--- src/rtl/core/ale_pkg.sv ---
// ----------------------------------------------------------------------------
// ale_pkg
// Shared types and codes for the array list engine: operation codes, status
// codes, the control word broadcast to the cell row and the response beat.
// ----------------------------------------------------------------------------
package ale_pkg;

    localparam int FUNC_W = 3;
    localparam int DATA_W = 32;
    localparam int POS_W  = 7;
    localparam int STAT_W = 2;

    localparam logic [FUNC_W-1:0] FN_INSERT   = 3'd0;
    localparam logic [FUNC_W-1:0] FN_DELETE   = 3'd1;
    localparam logic [FUNC_W-1:0] FN_LOCATE   = 3'd2;
    localparam logic [FUNC_W-1:0] FN_RETRIEVE = 3'd3;
    localparam logic [FUNC_W-1:0] FN_CLEAR    = 3'd4;

    typedef enum logic [STAT_W-1:0] {
        ST_OK    = 2'd0,
        ST_RANGE = 2'd1,
        ST_FULL  = 2'd2,
        ST_MISS  = 2'd3
    } t_status;

    typedef enum logic [2:0] {
        CMD_HOLD,
        CMD_INSERT,
        CMD_DELETE,
        CMD_LOAD,
        CMD_SHIFT
    } t_cell_cmd;

    typedef struct packed {
        t_cell_cmd                 cmd;
        logic [POS_W-1:0]          pos;
        logic signed [DATA_W-1:0]  value;
    } t_cell_ctl;

    typedef struct packed {
        logic                      match;
        logic signed [DATA_W-1:0]  data;
    } t_lane;

    typedef struct packed {
        logic signed [DATA_W-1:0]  read_value;
        logic [POS_W-1:0]          found_pos;
        t_status                   status;
        logic [POS_W-1:0]          entry_count;
    } t_rsp;

endpackage

--- src/rtl/core/ale_cell.sv ---
// ----------------------------------------------------------------------------
// ale_cell
// One list slot. Holds an entry, shifts it up or down with its neighbors on
// insert and delete, and carries a scan lane toward slot zero.
// ----------------------------------------------------------------------------
module ale_cell #(
    parameter int CAPACITY = 64,
    parameter int IDX      = 0
) (
    input  logic                              i_clk,
    input  ale_pkg::t_cell_ctl                i_ctl,
    input  logic signed [ale_pkg::DATA_W-1:0] i_prev_entry,
    input  logic signed [ale_pkg::DATA_W-1:0] i_next_entry,
    input  ale_pkg::t_lane                    i_next_lane,
    output logic signed [ale_pkg::DATA_W-1:0] o_entry,
    output ale_pkg::t_lane                    o_lane
);

    localparam int IW = ($clog2(CAPACITY) > ale_pkg::POS_W) ? $clog2(CAPACITY)
                                                            : ale_pkg::POS_W;
    localparam logic [IW-1:0] IDX_V = IW'(IDX);

    logic signed [ale_pkg::DATA_W-1:0] r_entry;
    ale_pkg::t_lane                    r_lane;
    logic [IW-1:0]                     pos_w;

    assign pos_w = IW'(i_ctl.pos);

    always_ff @(posedge i_clk) begin
        case (i_ctl.cmd)
            ale_pkg::CMD_INSERT: begin
                if (IDX_V > pos_w) begin
                    r_entry <= i_prev_entry;
                end else if (IDX_V == pos_w) begin
                    r_entry <= i_ctl.value;
                end
            end
            ale_pkg::CMD_DELETE: begin
                if (IDX_V >= pos_w) begin
                    r_entry <= i_next_entry;
                end
            end
            ale_pkg::CMD_LOAD: begin
                r_lane.match <= (r_entry == i_ctl.value);
                r_lane.data  <= r_entry;
            end
            ale_pkg::CMD_SHIFT: begin
                r_lane <= i_next_lane;
            end
            default: begin
            end
        endcase
    end

    assign o_entry = r_entry;
    assign o_lane  = r_lane;

endmodule

--- config.mk ---
export PLATFORM = sky130hd
export DESIGN_NAME = ale_cell
export DESIGN_NICKNAME = d
export VERILOG_FILES = /design/src/rtl/core/ale_pkg.sv /design/src/rtl/core/ale_cell.sv
export SDC_FILE = /design/constraint.sdc
export NUM_CORES = 1
export LEC_CHECK = 0
export BUFFER_PORTS_ARGS = -buffer_cell sky130_fd_sc_hd__buf_2
export CORE_UTILIZATION = 45
export CTS_CLUSTER_DIAMETER = 80
export DETAILED_ROUTE_END_ITERATION = 12
export PLACE_DENSITY = 0.85
export REMOVE_ABC_BUFFERS = 1
export SETUP_SLACK_MARGIN = 0.1
export SLEW_MARGIN = 20
export SYNTH_ARGS = -nofsm -noshare
export SYNTH_HDL_FRONTEND = slang
export SYNTH_SLANG_ARGS = --single-unit
--- constraint.sdc ---
create_clock -name i_clk -period 6.55 [get_ports i_clk]
set_input_delay 0.3275 -clock i_clk [delete_from_list [all_inputs] [get_ports i_clk]]
set_output_delay 0.3275 -clock i_clk [all_outputs]
set_load 0.02 [all_outputs]
Word level (Yosys, flattened, before mapping)
Cells that the tools add are included.
{ "totals": {"romBits": 0, "ramBits": 0, "latchBits": 0, "in_bits": 140, "mem_count": 0, "register_bits": 65, "word_cells": 21} }
{ "classes": {"order_cmp": 2, "n_mux": 5, "n_mul": 0, "bitwise": 0, "n_addsub": 0, "div": 0, "n_eq_ne": 7, "shifts": 0, "n_reduce_logical": 4} }
{ "ops": {"columns": ["operator", "count"], "rows": [
  ["32-bit two-way mux", 3],
  ["33-bit case mux with 2 select lines", 1],
  ["32-bit case mux with 2 select lines", 1],
  ["32-bit equality test", 1],
  ["1-bit by 7-bit greater-or-equal comparator with 1-bit output, first input constant", 1],
  ["1-bit by 7-bit greater-than comparator with 1-bit output, first input constant", 1],
  ["7-bit logical NOT", 1],
  ["3-bit by 2-bit equality test with 1-bit output, second input constant", 2],
  ["2-bit nonzero test", 2],
  ["3-bit by 1-bit equality test with 1-bit output, second input constant", 1],
  ["3-bit equality test, second input constant", 1],
  ["3-bit inequality test, second input constant", 1],
  ["3-bit AND reduction", 1],
  ["2-bit inequality test, second input constant", 1]
]} }

Logic depth before layout (Yosys ltp)
{ "depth": {"ltp_word": 4, "ltp_mapped": 5, "mapped_depth_nobuf": 5} }

Least setup slack after synthesis
OpenSTA, ideal clock, no wires.
{ "synth_path": {"path_type": "in2reg", "start": "input port i_ctl[39] in the netlist's numbering", "end": "register r_lane (netlist bit o_lane[0]), enable pin", "setup_slack_ns": 4.184, "path_stages": 2, "arrival_time_ns": 1.936, "setup_time_ns": 0.430, "required_ns": 6.120, "cell_sequence": "nand2_1 -> o21bai_1"} }
{ "synth_between": {"elab_chain_len": 2, "word_cells_on_any_way": 3, "cone_classes": "eq/ne (2); reduce/logical (1)"} }
{ "synth_rtl": {"columns": ["element", "line_no", "source"], "rows": [
  ["from (decl)", "ale_cell.sv:11", "input ale_pkg::t_cell_ctl i_ctl,"],
  ["3-bit equality test / 3-bit by 2-bit equality test with 1-bit output (equally long branches)", "ale_cell.sv:30", "case (i_ctl.cmd)"],
  ["2-bit nonzero test (no source line) (*)", null, null],
  ["to (signal assigned)", "ale_cell.sv:48", "r_lane <= i_next_lane;"],
  ["to (decl)", "ale_cell.sv:24", "ale_pkg::t_lane r_lane;"]
]} }
Every way passes the cells marked *; elsewhere a longest branch is shown, timed or not.
A chain may end at the register's enable or synchronous reset.

Worst setup path in the final report
{ "layout_path": {"start": "input port i_ctl[40] in the netlist's numbering", "end": "register r_entry (netlist bit o_entry[7]) (data pin)"} }
{ "layout_between": {"elab_chain_len": 2, "word_cells_on_any_way": 3, "cone_classes": "eq/ne (2); mux (1)"} }
{ "layout_rtl": {"columns": ["element", "line_no", "source"], "rows": [
  ["3-bit by 2-bit equality test with 1-bit output / 3-bit by 1-bit equality test with 1-bit output (equally long branches)", "ale_cell.sv:30", null],
  ["32-bit case mux with 2 select lines (*)", "ale_cell.sv:30", null],
  ["to (signal assigned)", "ale_cell.sv:33", "r_entry <= i_prev_entry;"],
  ["to (signal assigned)", "ale_cell.sv:35", "r_entry <= i_ctl.value;"],
  ["to (signal assigned)", "ale_cell.sv:40", "r_entry <= i_next_entry;"],
  ["to (decl)", "ale_cell.sv:23", "logic signed [ale_pkg::DATA_W-1:0] r_entry;"]
]} }
Marks and branches as above.

==> metrics.md <==
| Metric | Value |
|---|---|
| Setup bufs post-CTS | `0` |
| Clock H-tree levels | `3` |
| Fillers | `between 500 and 600` |
| VDD IR max | `approximately 0.099 mV` |
| DRT iter0 DRCs | `34` |
| Final count of hold timing violations | `0` |
| Sequential-to-total area share from yosys stat | `between 60 and 70%` |
| Beginning of the worst hold path | `i_next_entry[28]` |
| Count of nets left with antenna violations after detail routing | `0` |
| Post-synthesis cell type count | `13` |
| Critical path startpoint category | `input pin` |
| Height of the die | `roughly 86 µm` |
| Max incr delay on CP | `0.71 ns` |
| Type of the worst setup path | `in -> reg` |
| Worst max-slew margin expressed relative to the limit | `30.2%` |
| Final Power | `between 0.8 and 0.9 mW` |
| Netlist area before placement | `about 0.0032 mm²` |
| Maximum fanout encountered on the critical timing path | `18` |
| Number of core rows | `30` |
| Max Used Layer | `met4` |
| TritonCTS clock tree | `done` |
| First-pass iteration count of the detailed router | `3` |
| Placeable Area | `~0.0068 mm²` |
| Syn Area/Cell | `16.9 µm²` |
| Detail Placement HPWL | `roughly 5200 µm` |
| Count of clock tree sinks | `between 60 and 70` |
| Launch point of the worst reg-to-reg path | `o_entry[1]$_DFFE_PP_` |
| Result of the run | `finished clean` |
| Vias in the first global route | `2249` |
| Area of the die | `about 0.0074 mm²` |
| Maximum number of pins on one net before global-route repair | `36` |
| Sum of met2 wire segment lengths after detailed routing | `3670 µm` |
| Worst-case hold slack | `about 0.28 ns` |
| Detail-routed net length per standard cell | `around 15 µm` |
| Overflow left after global routing | `0` |
| First-pass GRT wire length | `about 11000 µm` |
| Max-slew violation count | `0` |
| Required @ worst endpoint | `approximately 6.6 ns` |
| CTS Root Cell | `sky130_fd_sc_hd__clkbuf_8` |
| M1 wire length | `~2800 µm` |
| Width of the die | `about 86 µm` |
| Maximum operating frequency | `roughly 530 MHz` |
| Cts hold-fix bufs | `0` |
| Nets | `around 510` |
| Antenna violations before repair | `0` |
| Total vias in the final route | `around 2200` |
| Crit path max-delay cell type | `sky130_fd_sc_hd__nor3b_4` |
| Total routing resource utilization after global routing | `19.5%` |
| Slew at the pin closest to its max-slew limit | `between 1 and 1.5 ns` |
| Placed cell count | `~450` |
| Minimum clock period | `approximately 1.9 ns` |
| Share of layout cells above drive strength 1 | `approximately two thirds` |
| Cell taking the most area after synthesis | `sky130_fd_sc_hd__edfxtp_1` |
| Wire length reported by the detailed router | `just over 7000 µm` |
| Post-route DRC | `0` |
| Area Growth Syn to Fin | `34.1%` |
| Via-per-instance ratio | `4.82` |
| Final Instance Count excl. Fillers | `465` |
| Critical-path cell list | `buf_2 -> nor3b_4 -> buf_4 -> mux2_2` |
| Post-Synthesis Cells | `approximately 190` |
| Beginning of the critical path | `i_ctl[40]` |
| Resized Gates After CTS | `0` |
| Port Buf Inserts | `roughly 170` |
| Setup violations, final | `0` |
| Number of top-level pins | `approximately 210` |
| Post-Route Utilization | `between 60 and 70%` |
| Number of antenna repair diodes | `0` |
| Total Neg Setup Slack | `0 ns` |
| Starting Density | `46.7%` |
| Max-cap check violation count | `0` |
| Clock network latency to the later pin of the worst-skew pair | `~0.33 ns` |
| Path category of the worst min-delay check | `in -> reg` |
| Capturing element type of the critical path | `flop` |
| Critical path arrival | `about 2.0 ns` |
| Top-area cell type share of the netlist area | `about three fifths` |
| Cells taking the most area after synthesis | `sky130_fd_sc_hd__edfxtp_1 (62%), sky130_fd_sc_hd__mux2_2 (21%), sky130_fd_sc_hd__xnor2_1 (6.1%), sky130_fd_sc_hd__xor2_1 (3.0%), sky130_fd_sc_hd__buf_6 (2.1%)` |
| Leakage Power | `1.72 nW` |
| Yosys warnings | `0` |
| Clock-pin slew on the worst setup and hold paths | `~0.070 ns` |
| Maximum count of clock buffers along a single path | `2` |
| CTS Buf Count | `9` |
| Final period util | `29.0%` |
| Number of flip-flops and latches in the synthesized netlist | `65` |
| Max Clock Skew | `0.00784 ns` |
| Dominant delay contributor by cell family on the critical path | `simple AND/OR/NAND/NOR gates` |
| RSZ-0062 raised after global routing | `no` |
| Met3 wire length | `~560 µm` |
| Crit path buffers/inverters | `2` |
| Weighted congestion reported at the end of routability-driven placement | `about 0.76` |
| PwrDens | `around 200 mW/mm²` |
## registers in the layout, indices dropped and copies added, names as in the netlist
register  count
o_entry      32
o_lane       33
## Yosys cell counts (all sizes together)
| cell type | n |
|---|---|
| and3 | 1 |
| buf | 6 |
| edfxtp | 65 |
| mux2 | 64 |
| nand2 | 3 |
| nand4 | 6 |
| nor3b | 2 |
| nor4 | 6 |
| o21ai | 1 |
| o21bai | 1 |
| xnor2 | 22 |
| xor2 | 11 |
## final timing paths
path,end,slack (ns),cells past startpoint
setup / recovery,o_entry[7]$_DFFE_PP_,4.65,4
hold / removal,o_entry[28]$_DFFE_PP_,0.28,2
setup reg to reg,o_lane[32]$_DFFE_PP_,4.91,5
hold reg to reg,o_lane[26]$_DFFE_PP_,0.62,1
## per-stage QoR
step	setup WS, ns	instance area [µm²]
floorplan	3.87	3100
global placement	4.30	4110
detailed placement	4.25	4110
CTS	4.62	4250
global route	4.57	4250
finish	4.65	4250
## kinds of logic after synthesis
group | after synthesis | share of synthesized area (%)
flip-flops | 65 | 61.5
multiplexers | 64 | 22.7
XOR/XNOR | 33 | 9.11
AND/OR/NAND/NOR | 18 | 4.10
buffers and inverters | 6 | 2.13
AO/OA/AOI/OAI | 2 | 0.394
## per-layer routing
metal | vias to the layer above | GRT usage, %
met5 | - | 0
met4 | 0 | 7.12
met3 | 8 | 6.16
met2 | 107 | 34.6
met1 | 1044 | 21.8
li1 | 1082 | -
## layout by cell type (no fill, tap or decap)
| cell | n |
|---|---|
| sky130_fd_sc_hd__buf_4 | 2 |
| sky130_fd_sc_hd__xor2_1 | 11 |
| sky130_fd_sc_hd__clkbuf_8 | 9 |
| sky130_fd_sc_hd__nand4_1 | 6 |
| sky130_fd_sc_hd__xnor2_1 | 22 |
| sky130_fd_sc_hd__nand2_1 | 3 |
| sky130_fd_sc_hd__clkinv_2 | 1 |
| sky130_fd_sc_hd__edfxtp_1 | 65 |
| sky130_fd_sc_hd__mux2_2 | 60 |
| sky130_fd_sc_hd__and3_2 | 1 |
| sky130_fd_sc_hd__buf_2 | 172 |
| sky130_fd_sc_hd__nor4_1 | 6 |
| sky130_fd_sc_hd__o21bai_4 | 1 |
| sky130_fd_sc_hd__clkbuf_1 | 2 |
| sky130_fd_sc_hd__o21ai_0 | 1 |
| sky130_fd_sc_hd__nor3b_4 | 2 |
| sky130_fd_sc_hd__clkinv_1 | 1 |
| sky130_fd_sc_hd__mux2_1 | 4 |
## final cells by class
| type | instances | area (µm²) | share of cell area, % |
|---|---|---|---|
| Timing Repair Buffer | 174 | 876 | 20.6 |
| Sequential cell | 65 | 1950 | 45.9 |
| Multi-Input combinational cell | 117 | 1160 | 27.4 |
| Clock buffer | 11 | 131 | 3.09 |
| Tap cell | 96 | 120 | 2.82 |
| Clock inverter | 2 | 8.76 | 0.206 |
## power breakdown
group / leakage (nW) / switching [mW] / internal, mW / total (mW)
clock: 0.0725 / 0.140 / 0.129 / 0.269
sequential: 0.595 / 0.00164 / 0.467 / 0.468
combinational: 1.05 / 0.0452 / 0.0533 / 0.0985
(Power assumes the default switching activity.)
